File: config.mk
export PLATFORM = sky130hd
export DESIGN_NAME = nnfs_div
export DESIGN_NICKNAME = d
export VERILOG_FILES = /design/src/nnfs_div.sv
export SDC_FILE = /design/constraint.sdc
export NUM_CORES = 1
export LEC_CHECK = 0
export ABC_AREA = 0
export BUFFER_PORTS_ARGS = -buffer_cell sky130_fd_sc_hd__buf_2
export CORE_AREA = 2 2 192 147
export CTS_BUF_LIST = sky130_fd_sc_hd__clkbuf_8
export CTS_CLUSTER_DIAMETER = 50
export DETAILED_ROUTE_END_ITERATION = 7
export DIE_AREA = 0 0 194 149
export PLACE_DENSITY = 0.71
export SETUP_SLACK_MARGIN = 0.05
export SYNTH_ARGS = -nofsm -noshare
export SYNTH_HDL_FRONTEND = slang
export SYNTH_SLANG_ARGS = --single-unit
File: constraint.sdc
create_clock -name clk -period 3.5 [get_ports clk]
set_input_delay 0.175 -clock clk [delete_from_list [all_inputs] [get_ports clk]]
set_output_delay 0.175 -clock clk [all_outputs]
set_load 0.05 [all_outputs]
File: src/nnfs_div.sv
// ----------------------------------------------------------------------------
// nnfs_div
// Pipelined restoring divider, one quotient bit per stage.
// ----------------------------------------------------------------------------
module nnfs_div #(
	parameter int DVD_W = 21,
	parameter int DEN_W = 11,
	parameter int QUO_W = 10
) (
	input  logic             clk,
	input  logic [DVD_W-1:0] dividend,
	input  logic [DEN_W-1:0] divisor,
	output logic [QUO_W-1:0] quotient
);

	localparam int CW = (DVD_W > DEN_W + QUO_W) ? DVD_W : DEN_W + QUO_W;

	logic [CW-1:0]    rem_s [QUO_W];
	logic [QUO_W-1:0] quo_s [QUO_W];
	logic [CW-1:0]    rem_nx [QUO_W];
	logic [QUO_W-1:0] quo_nx [QUO_W];

	// The caller guarantees that the quotient fits in QUO_W bits, so the
	// first trial subtraction may start at divisor << (QUO_W-1).
	always_comb begin
		logic [CW-1:0]    rin;
		logic [QUO_W-1:0] qin;
		logic [CW-1:0]    trial;
		logic             ge;
		for (int k = 0; k < QUO_W; k++) begin
			if (k == 0) begin
				rin = CW'(dividend);
				qin = '0;
			end else begin
				rin = rem_s[k-1];
				qin = quo_s[k-1];
			end
			trial = CW'(divisor) << (QUO_W - 1 - k);
			ge = (rin >= trial);
			rem_nx[k] = ge ? (rin - trial) : rin;
			quo_nx[k] = {qin[QUO_W-2:0], ge};
		end
	end

	always_ff @(posedge clk) begin
		rem_s <= rem_nx;
		quo_s <= quo_nx;
	end

	assign quotient = quo_s[QUO_W-1];

endmodule

== Word-level counts from Yosys, hierarchy flattened ==
Cells that the tools add are included.
Widths: inputs -> output; s select.
Word-level totals
  register bits after elaboration: 244
  output and inout port bits: 10
  word-level logic and storage cells: 47
  input port bits: 33
Operators by class
  order comparisons: 10
  add/subtract/negate cells: 9
  multiplexer cells: 9
Operators by type and width (count)
  $mux 21: 9
  $ge 21x11->1: 1
  $ge 21x12->1: 1
  $ge 21x13->1: 1
  $ge 21x14->1: 1
  $ge 21x15->1: 1
  $ge 21x16->1: 1
  $ge 21x17->1: 1
  $ge 21x18->1: 1
  $ge 21x19->1: 1
  $ge 21x20->1: 1
  $sub 21x12->21: 1
  $sub 21x13->21: 1
  $sub 21x14->21: 1
  $sub 21x15->21: 1
  $sub 21x16->21: 1
  $sub 21x17->21: 1
  $sub 21x18->21: 1
  $sub 21x19->21: 1
  $sub 21x20->21: 1

== Longest topological paths before layout ==
  depth after elaboration: 2
  gate-level depth with buffers: 12

== Least setup slack after synthesis ==
Ideal clock, no wire load.
  path kind: input to register
  start: in divisor[4]
  end: reg rem_s[117] in the netlist's numbering
  path buffers: 1
  slack: 0.992 ns
  data arrival time: 2.387 ns
  cell stages on the path: 9
  path through: inv_1 ha_1 a2111oi_2 o21ai_0 a31oi_1 a21oi_1 nor2_2 buf_2 mux2_2
RTL lines
  from (decl): RTL line 12  | input logic [DEN_W-1:0] divisor,
  to (signal assigned): RTL line 46  | rem_s <= rem_nx;
  to (decl): RTL line 18  | logic [CW-1:0] rem_s [QUO_W];

==> impl_metrics.py <==
metrics = {
    "status": {
        "status": "completed",
    },
    "die": {
        "die_width_um": 194,
        "dieArea_um2": 28900,
        "core_area_um2": 27300,
        "die_h_um": 149,
        "core.rowCount": 53,
        "initial_core_util_pct": 43.7,
        "io_pins": 43,
    },
    "clock_tree": {
        "cts_setup_buffers": 0,
        "cts_tree": "built",
        "clock_path_buffers": 3,
        "clkTransAtPathRegs_ps": 70,
        "cts.htree.levels": 2,
        "clockRootBuffer": "clkbuf_8",
        "cts_num_sinks": 244,
        "numCtsBuffers": 39,
        "clk_latency_ps": 560,
    },
    "synthesis": {
        "synth_area_um2": 11900,
        "ys_ff_latch": 244,
        "syn_avg_cell_area_um2": 9.46,
        "syn_inst": 1262,
        "synth_cell_type_count": 78,
        "synthFlopType": "dfxtp_1",
        "ys_warn_count": 0,
        "async_reset_ff_share_pct": 0,
        "synth_nets": 1414,
        "synth_seq_area_share_pct": 40.9,
        "synth_edf_count": 0,
    },
    "job": {
        "cap_violations": 0,
    },
    "setup_path": {
        "critPathArrivalTime_ps": 3230,
        "start_kind": "flop",
        "worstReg2RegStart": "rem_s[175]",
        "end_kind": "flop",
        "path_class": "flop to flop",
        "timing.rr.end": "rem_s[164]",
        "reg2regPathDepth": 10,
        "required_ps": 3940,
        "path_max_fanout": 21,
        "r2r_slack_ps": 720,
    },
    "global_route": {
        "overflow": 0,
        "globalRouteTotalUtil_pct": 20.0,
        "grt_start_max_net_pins": 24,
        "antenna_found_initial": 0,
        "grt_pass1_vias": 9109,
        "grt_pass1_wl_um": 46500,
    },
    "detailed_routing": {
        "drc_errors": 0,
        "firstDrtPassIters": 5,
        "ant_nets": 0,
        "via_per_inst": 5.42,
        "drt_wl_total_um": 28600,
        "drtIter0Drc": 658,
        "post_drt_wl_per_cell_um": 16.3,
        "vias": 9471,
    },
    "power": {
        "p_leak_nw": 5.78,
        "finalPower_mw": 12.2,
        "powerDensity_nw_per_um2": 898,
        "ir_worst_vdd_v": 0.000409,
    },
    "place": {
        "dp_hpwl_um": 21200,
        "gp_congestion": 0.907,
        "io_buffers": 42,
    },
    "timing": {
        "finalHoldViolations": 0,
        "slew_headroom_pct": 53.1,
        "grt_setup_unrepaired": "no",
        "tightestPinTransition_ps": 702,
        "slew_violations": 0,
        "fin_crit_ps": 2780,
        "fin_tns_setup_ps": 0,
        "max_freq_mhz": 359,
        "finClkSkew_ps": 18.2,
        "whs_ps": 213,
        "period_share_pct": 79.6,
        "setup_viol": 0,
    },
    "hold_path": {
        "hold_end": "rem_s[198]",
        "hold_depth": 3,
        "worstHoldStart": "divisor[0]",
        "min_path_type": "primary input to flop",
    },
    "final_layout": {
        "drive_gt1_share_pct": 12.4,
        "syn_to_final_growth_pct": 14.1,
        "fill_cells": 2541,
        "multi_input_area_um2": 6760,
        "num_antenna_cells": 0,
        "final_nets": 1513,
        "seq_area_um2": 4880,
    },
}
[stage by stage]
| stage | cells | util [%] | area, um^2 | worst slack (ps) |
|---|---|---|---|---|
| global route | 1748 | 49.8 | 13600 | 495 |
| CTS | 1748 | 49.8 | 13600 | 719 |
| detailed placement | 1656 | 46.2 | 12600 | 442 |
| finish | 1748 | 49.8 | 13600 | 716 |
| floorplan | 1262 | - | 11900 | 992 |
| global placement | 1656 | 46.2 | 12600 | 482 |
[state kept, by name, summed over array words and instances, names as in the netlist]
signal / count
quo_nx: 45
rem_s: 189
quotient: 10
[area by class of cell]
cell class / instances / share of cell area, %
clock buffer: 50 / 5.05
clock inverter: 21 / 0.726
inverter: 51 / 1.41
multi-input combinational: 945 / 49.6
sequential: 244 / 35.9
tap: 357 / 3.28
timing repair buffer: 80 / 4.02
[kinds of logic after synthesis]
kind of cell / Yosys count / share of synthesized area, %
AO/OA/AOI/OAI: 325 / 17.7
AND/OR/NAND/NOR: 377 / 16.1
flip-flops: 244 / 40.9
buffers and inverters: 73 / 2.50
multiplexers: 29 / 2.68
adder cells (fa/ha/maj): 119 / 13.0
XOR/XNOR: 95 / 7.03
[placed cells by master (no fill, tap or decap), drive strengths merged, types with 28 or more instances in the layout]
cell and n:
a21oi 92, buf 59, clkbuf 50, dfxtp 244
ha 110, inv 64, nand2 88, nand3 28
nor2 111, o21a 31, o21ai 83, xnor2 45
xor2 50
[where the power goes]
group          internal [mW]  total (mW)  switching [mW]
combinational           2.43        5.35            2.92
sequential              3.78        4.46           0.684
clock                   1.29        2.42            1.13
[worst max-delay path, cell delays in order, from the launching register on]
cell and delay [ps]:
dfxtp_1 320, inv_1 40, ha_1 200, fa_1 410, nor2b_1 160, o31a_1 180, nor3_1 70, o31a_1 310
o21a_1 420, inv_1 210, mux2_2 360
[routing by layer]
layer  global-route usage [%]  wire (um)
met3                     4.93       1760
met4                     8.11        845
met2                     29.4      11800
met1                     28.0      14200
met5                        0          0
[worst max path at each step]
stage          startpoint          to  slack, ps
6_report       rem_s[175]  rem_s[164]        720
5_1_grt        rem_s[131]  rem_s[117]        490
4_1_cts        rem_s[175]  rem_s[164]        720
3_5_place_dp   divisor[2]  rem_s[164]        440
3_3_place_gp   divisor[9]  rem_s[164]        480
2_1_floorplan  divisor[4]  rem_s[117]        990
[what timing repair did]
action,4_1_cts,5_1_grt
hold buffers,21,0
resized for setup,0,0
endpoints found under the hold margin,21,0
[Yosys cell counts (3+ instances only)]
| master | instances | area, um^2 |
|---|---|---|
| o21bai_1 | 6 | 45.0 |
| o31ai_1 | 12 | 90.1 |
| nand3_1 | 27 | 135 |
| o22ai_1 | 4 | 25.0 |
| buf_2 | 8 | 40.0 |
| a21oi_1 | 92 | 460 |
| or2_2 | 9 | 56.3 |
| nor2b_1 | 21 | 131 |
| and2_1 | 4 | 25.0 |
| nor2_1 | 110 | 413 |
| ha_1 | 110 | 1380 |
| nand4_1 | 13 | 81.3 |
| o2111ai_1 | 4 | 35.0 |
| nand3b_1 | 4 | 30.0 |
| a211oi_1 | 9 | 67.6 |
| xnor2_1 | 44 | 385 |
| nor3b_1 | 3 | 22.5 |
| mux2_2 | 24 | 270 |
| o41ai_1 | 5 | 43.8 |
| a211o_1 | 3 | 26.3 |
| dfxtp_1 | 244 | 4880 |
| a31oi_1 | 8 | 50.1 |
| mux2i_1 | 5 | 50.1 |
| nand2b_1 | 12 | 75.1 |
| or4_1 | 5 | 37.5 |
| o31a_1 | 13 | 114 |
| a21boi_0 | 6 | 45.0 |
| o21ai_0 | 82 | 410 |
| nand2_1 | 88 | 330 |
| and3_1 | 6 | 37.5 |
| nor3_1 | 20 | 100 |
| o21a_1 | 31 | 233 |
| clkbuf_1 | 10 | 37.5 |
| o211ai_1 | 4 | 30.0 |
| xor2_1 | 50 | 438 |
| a21o_1 | 20 | 150 |
| nor4_1 | 19 | 119 |
| nand4b_1 | 3 | 26.3 |
| or3_1 | 6 | 37.5 |
| fa_1 | 9 | 180 |
| nor4b_1 | 9 | 78.8 |
| inv_1 | 51 | 191 |
Note: power is estimated with default switching activity, not from simulation.
