<file path="config.mk">
export PLATFORM = sky130hd
export DESIGN_NAME = nnfs_res_fifo
export DESIGN_NICKNAME = d
export VERILOG_FILES = /design/src/nnfs_pkg.sv /design/src/nnfs_res_fifo.sv
export SDC_FILE = /design/constraint.sdc
export NUM_CORES = 1
export LEC_CHECK = 0
export ABC_CLOCK_PERIOD_IN_PS = 11200
export BUFFER_PORTS_ARGS = -buffer_cell sky130_fd_sc_hd__buf_2
export CORE_MARGIN = 8
export CORE_UTILIZATION = 65
export DETAILED_ROUTE_END_ITERATION = 8
export GPL_ROUTABILITY_DRIVEN = 0
export GPL_TIMING_DRIVEN = 0
export PLACE_DENSITY = 0.79
export SYNTH_ARGS = -nofsm -noshare
export SYNTH_HDL_FRONTEND = slang
export SYNTH_SLANG_ARGS = --single-unit
</file>
<file path="constraint.sdc">
create_clock -name clk -period 11.2 [get_ports clk]
set_clock_uncertainty 0.15 [all_clocks]
set_input_delay 1.68 -clock clk [delete_from_list [all_inputs] [get_ports clk]]
set_output_delay 1.68 -clock clk [all_outputs]
set_load 0.005 [all_outputs]
</file>
<file path="src/nnfs_pkg.sv">
// ----------------------------------------------------------------------------
// nnfs_pkg
// Field widths, register codes and request records of the frame scaler.
// ----------------------------------------------------------------------------
package nnfs_pkg;

	// Configuration register port.
	localparam int CFG_IDX_W  = 2;
	localparam int CFG_DATA_W = 11;

	typedef enum logic [CFG_IDX_W-1:0] {
		CFG_SRC_WIDTH  = 2'd0,
		CFG_SRC_HEIGHT = 2'd1,
		CFG_DSP_WIDTH  = 2'd2,
		CFG_DSP_HEIGHT = 2'd3
	} cfg_idx_t;

	typedef enum logic {
		OP_WRITE = 1'b0,
		OP_READ  = 1'b1
	} op_t;

	// Register and field widths.
	localparam int SRC_W_W = 10;
	localparam int SRC_H_W = 9;
	localparam int DSP_W   = 11;
	localparam int WIDX_W  = 17;
	localparam int PIX_W   = 32;

	localparam logic [SRC_W_W-1:0] SRC_W_RESET = 10'd320;
	localparam logic [SRC_H_W-1:0] SRC_H_RESET = 9'd200;
	localparam logic [DSP_W-1:0]   DSP_W_RESET = 11'd1280;
	localparam logic [DSP_W-1:0]   DSP_H_RESET = 11'd720;

	// Scaling datapath widths.
	localparam int ROW_PROD_W  = DSP_W + SRC_H_W;
	localparam int COL_PROD_W  = DSP_W + SRC_W_W;
	localparam int QUO_W       = SRC_W_W;
	localparam int DIV_STAGES  = QUO_W;
	localparam int ROW_W       = SRC_H_W;
	localparam int COL_W       = SRC_W_W;
	localparam int ADDR_PROD_W = ROW_W + SRC_W_W;
	// Wide enough for the sampled address, the write index and the largest store depth.
	localparam int LIN_W       = 21;

	// Result queue; must cover the pipeline latency plus the output turnaround.
	localparam int RES_DEPTH = 16;
	localparam int RES_AW    = $clog2(RES_DEPTH);
	localparam int RES_CNT_W = $clog2(RES_DEPTH + 1);

	typedef struct packed {
		logic              valid;
		op_t               op;
		logic [WIDX_W-1:0] widx;
		logic [PIX_W-1:0]  pixel;
		logic              oor;
	} req_t;

	typedef struct packed {
		logic             valid;
		logic [PIX_W-1:0] pixel;
		logic             oor;
	} res_t;

endpackage

</file>
<file path="src/nnfs_res_fifo.sv">
// ----------------------------------------------------------------------------
// nnfs_res_fifo
// Result queue between the sampling pipeline and the output channel.
// ----------------------------------------------------------------------------
module nnfs_res_fifo (
	input  logic                       clk,
	input  logic                       arst_n,
	input  nnfs_pkg::res_t             push,
	input  logic                       pop,
	output logic                       not_empty,
	output logic [nnfs_pkg::PIX_W-1:0] head_pixel,
	output logic                       head_oor
);

	import nnfs_pkg::*;

	logic [PIX_W:0]       entry_q [RES_DEPTH];
	logic [RES_AW-1:0]    wr_ptr_q;
	logic [RES_AW-1:0]    rd_ptr_q;
	logic [RES_CNT_W-1:0] count_q;

	always_ff @(posedge clk) begin
		if (push.valid) begin
			entry_q[wr_ptr_q] <= {push.oor, push.pixel};
		end
	end

	always_ff @(posedge clk or negedge arst_n) begin
		if (!arst_n) begin
			wr_ptr_q <= '0;
			rd_ptr_q <= '0;
			count_q  <= '0;
		end else begin
			if (push.valid) begin
				wr_ptr_q <= wr_ptr_q + 1'b1;
			end
			if (pop) begin
				rd_ptr_q <= rd_ptr_q + 1'b1;
			end
			priority if (push.valid && !pop) begin
				count_q <= count_q + 1'b1;
			end else if (pop && !push.valid) begin
				count_q <= count_q - 1'b1;
			end
		end
	end

	assign not_empty  = (count_q != '0);
	assign head_pixel = entry_q[rd_ptr_q][PIX_W-1:0];
	assign head_oor   = entry_q[rd_ptr_q][PIX_W];

endmodule

</file>
* After elaboration in Yosys (flattened, before gate mapping) *
Memories as Yosys holds them, arrays and structs flattened.
Cells that the tools add are included.

operators by class
  $add $sub $neg = 4
  multiplexer cells = 4
  reduce and logical (&&, ||, !) cells = 6

operators with widths
  operator                                           number
  two-way mux 5 bit                                  2
  adder 4 x 1 -> 4 bit (second input constant)       2
  adder 5 x 1 -> 5 bit (second input constant)       1
  nonzero test 5 bit                                 1
  subtractor 5 x 1 -> 5 bit (second input constant)  1
  logical AND 1 bit                                  2
  logical NOT 1 bit                                  2
  two-way mux 1 bit                                  2
  nonzero test 2 bit                                 1

storage, ports and cells
  register bits = 13
  bits in writable memories = 528
  bits of input ports = 37
  output and inout port bits = 34
  logic and storage cells = 18
  memories kept = 1

memories
  name     words  bits a word  read ports  clocked after Yosys merged registers in  wr ports  RTL line             source
  entry_q  16     33           1           0                                        1         nnfs_res_fifo.sv:17  logic [PIX_W:0] entry_q [RES_DEPTH];

* Logic depth before layout (Yosys ltp) *
  depth after elaboration = 4
  depth in mapped cells = 8
  gate-level depth less buffers = 8

* Least setup slack after synthesis *
Ideal clock, no wire load.

  kind = input -> register
  start = in push[33] (netlist bit)
  end = mem entry_q[2][0] (netlist bit) (enable)
  data arrival time = 4360 ps
  data required time = 10586 ps
  slack = 6226 ps
  cell stages on the path = 3
  buffers on the path = 1
  path through = clkbuf_1 -> nand2_1 -> nor3_1

between the ends
  cells in the longest elaborated chain, start to end = 2

RTL lines
  item                                     RTL line             source
  start, declared                          nnfs_res_fifo.sv:8   input nnfs_pkg::res_t push,
  two-way mux 1 bit                        nnfs_res_fifo.sv:23  if (push.valid) begin
  two-way mux 1 bit (not written as such)  nnfs_res_fifo.sv:24  entry_q[wr_ptr_q] <= {push.oor, push.pixel};
  end, declared                            nnfs_res_fifo.sv:17

Every way passes these cells.

* Worst setup path in the final report *
  start = reg rd_ptr_q[1]
  end = out head_pixel[21] (netlist bit)

between the ends
  cells in the longest elaborated chain, start to end = 1

RTL lines
  item                    RTL line             source
  start, declared         nnfs_res_fifo.sv:19  logic [RES_AW-1:0] rd_ptr_q;
  start signal, assigned  nnfs_res_fifo.sv:38  rd_ptr_q <= rd_ptr_q + 1'b1;
  memory (16 x 33 bit)    --
  end, declared           nnfs_res_fifo.sv:11  output logic [nnfs_pkg::PIX_W-1:0] head_pixel,

Every way passes these cells.

==> impl_metrics.ini <==
[run_status]
status = completed

[global_routing]
grt_max_degree = 25
antenna_found_initial = 2
grt_use_met2_pct = 41.75
grtUsageMet3_pct = 3.905
grtUsageMet1_pct = 30.88
busiest_layer = met2
grt_pass1_wl_um = 66580
grt-ovfl-total = 0
grt_util_all_layers_pct = 23.94
grt_pass1_vias = 10620

[floorplan]
die_area_sq_um = 37570
rows = 65
ios = 71
coreArea_sq_um = 31310
die_y_um = 193.8
start_util_pct = 65.64
die_w_um = 193.8

[sta]
final-hold-violation-count = 0
period_minus_slack_ns = 4.851
setup_violations = 0
rsz0062_at_grt = no
setup_tns_ns = 0
post-route-period-util_pct = 43.31
timing.hold.ws_ns = 0.3855
worstMarginPinSlew_ns = 0.9634
slew_headroom_pct = 35.42
maxSlewViolCount = 0
timing.fmax_mhz = 206.2

[worst_hold_path]
hold_path.class = flop to flop

[place]
io_buffers = 70
placed_cell_area_sq_um = 21920
hpwl_um = 27310

[critical_path]
cp.required_ns = 9.37
cp_slowest_cell = clkbuf_1
crit_arrival_ns = 3.02
crit_path_end_kind = output port
cpMostUsedCell = clkbuf_1
path_cells = clkbuf_1, clkbuf_1, mux4_2, a22oi_1, nand2_1, buf_2
cp-start-kind = flop
cp_slowest_stage_delay_ns = 0.73
worstSetupPathType = flop to output port
crit_fanout = 10

[synth]
ys_seq_area_share_pct = 78.72
synth_cell_type_count = 27
yosys_warnings = 0
synth_nets = 950
netlist_area_sq_um = 20550
syn_area_per_cell_sq_um = 22.76
ys_ff_latch = 541
syn_inst = 903

[drt]
drtIter0Drc = 840
routedWlPerCell_um = 30.18
drc = 0
vias_per_cell = 6.710
route.antenna.remaining_nets = 0
routed_wl_um = 44910
drt_pre_antenna_iters = 5
vias = 9985

[clocking]
holdBufCountCts = 0
cts-resized-gates = 0
clockRootBuffer = clkbuf_16
cts_sinks = 541
clkLatencyLatePin_ns = 0.55
clkSlewWorstSetupHoldPaths_ns = 0.06
post_cts_buffers = 0
cts.path.max_buffers = 3
cts_buffers = 52
cts_tree = yes
htreeDepth = 2

[job]
maxCapViolations = 0

[pwr]
p_leak_uw = 0.007574
vdd_ir_drop_max_uv = 147.7
power_uw = 5881
powerDensity_nw_per_um2 = 251.0

[final_layout]
multi_input_area_sq_um = 4218
fillerInstances = 1610
area_delta_synth_final_pct = 13.97
seq_area_sq_um = 16180
nets = 1096
drive_above_1_share_pct = 29.95
final_area_sq_um = 23430
final_util_pct = 74.81
final timing paths:
check,from,end,slack (ns),depth (start not counted)
worst max-delay path,rd_ptr_q[1]$_DFFE_PN0P_,head_pixel[21],6.35,6
worst min-delay path,count_q[2]$_DFFE_PN0P_,count_q[2]$_DFFE_PN0P_,0.39,2
worst max register to register,wr_ptr_q[0]$_DFFE_PN0P_,entry_q[2][7]$_DFFE_PP_,8.61,6
worst min register to register,count_q[2]$_DFFE_PN0P_,count_q[2]$_DFFE_PN0P_,0.39,2
max in group asynchronous,arst_n,count_q[4]$_DFFE_PN0P_,9.73,1
min in group asynchronous,arst_n,wr_ptr_q[2]$_DFFE_PN0P_,0.88,1
synth_stat cells:
| library cell | count | area share [%] |
|---|---|---|
| a2111oi_0 | 1 | 0.043 |
| a21o_1 | 2 | 0.073 |
| a21oi_1 | 2 | 0.049 |
| a22oi_1 | 66 | 2.4 |
| and2_1 | 1 | 0.030 |
| buf_1 | 1 | 0.018 |
| buf_2 | 15 | 0.37 |
| buf_6 | 7 | 0.38 |
| clkbuf_1 | 26 | 0.47 |
| dfrtp_1 | 13 | 1.6 |
| edfxtp_1 | 528 | 77 |
| fa_1 | 1 | 0.097 |
| ha_1 | 9 | 0.55 |
| inv_1 | 4 | 0.073 |
| mux2_2 | 2 | 0.11 |
| mux2i_1 | 1 | 0.049 |
| mux4_2 | 132 | 14 |
| nand2_1 | 47 | 0.86 |
| nand2b_1 | 5 | 0.15 |
| nand4_1 | 2 | 0.061 |
| nor2_1 | 16 | 0.29 |
| nor2b_1 | 2 | 0.061 |
| nor3_1 | 6 | 0.15 |
| o21ai_0 | 4 | 0.097 |
| o31ai_1 | 1 | 0.037 |
| xnor2_1 | 6 | 0.26 |
| xor2_1 | 3 | 0.13 |
metal layers:
metal  vias to the layer above  wire [um]
li1                       4107          -
met1                      5259      16830
met2                       525      23480
met3                        92       3488
met4                         2       1098
met5                         -         13
through the flow:
step           cells  setup slack, ns
2_1_floorplan    903            6.226
3_3_place_gp    1375            3.403
3_5_place_dp    1397            6.955
4_1_cts         1487            6.362
5_1_grt         1487            6.237
6_report        1488            6.349
worst max-delay path: cells and delay by family, from the launching register on:
| family | cells | cell delay [ns] |
|---|---|---|
| flops | 1 | 0.35 |
| mux | 1 | 0.42 |
| simple gates | 1 | 0.12 |
| compound gates | 1 | 0.29 |
| buf+inv | 3 | 1.29 |
placed cells by master, fill, tap and decap left out, types with 7 or more instances in the layout:
cell / netlist / layout
edfxtp_1: 528 / 528
mux4_2: 132 / 132
buf_2: 15 / 85
a22oi_1: 66 / 66
clkbuf_16: 0 / 53
nand2_1: 47 / 47
clkbuf_1: 26 / 40
clkinv_1: 0 / 15
nor2_4: 0 / 14
buf_6: 7 / 13
dfrtp_1: 13 / 13
buf_12: 0 / 11
ha_1: 9 / 9
clkinv_2: 0 / 7
area by class of cell:
type	instances	share of cell area, %
Antenna cell	1	0.01068
Buffer	49	1.090
Clock buffer	67	5.886
Clock inverter	23	0.5181
Inverter	4	0.06410
Multi-Input combinational cell	309	18.01
Sequential cell	541	69.07
Tap cell	402	2.147
Timing Repair Buffer	92	3.205
sequential cells by signal, summed over array words and instances (netlist names):
| name | cells |
|---|---|
| count_q | 5 |
| entry_q | 528 |
| rd_ptr_q | 4 |
| wr_ptr_q | 4 |
report_power, final:
group | leakage, uW | internal, uW | switching [uW] | total, uW
Combinational | 0.00191 | 786 | 1010 | 1800
Clock | 0.000735 | 882 | 695 | 1580
Sequential | 0.00492 | 2440 | 64.7 | 2510
Total | 0.00757 | 4110 | 1770 | 5880
kinds of logic after synthesis:
group	share of synthesized area, %
adders and majority gates	0.6453
DFF	78.72
buffers and inverters	1.315
and+or+nand+nor	1.601
xor gates and xnor gates	0.3835
muxes	14.62
AOI/OAI and AO/OA	2.709
No activity file was read; power rests on OpenSTA's default activity.
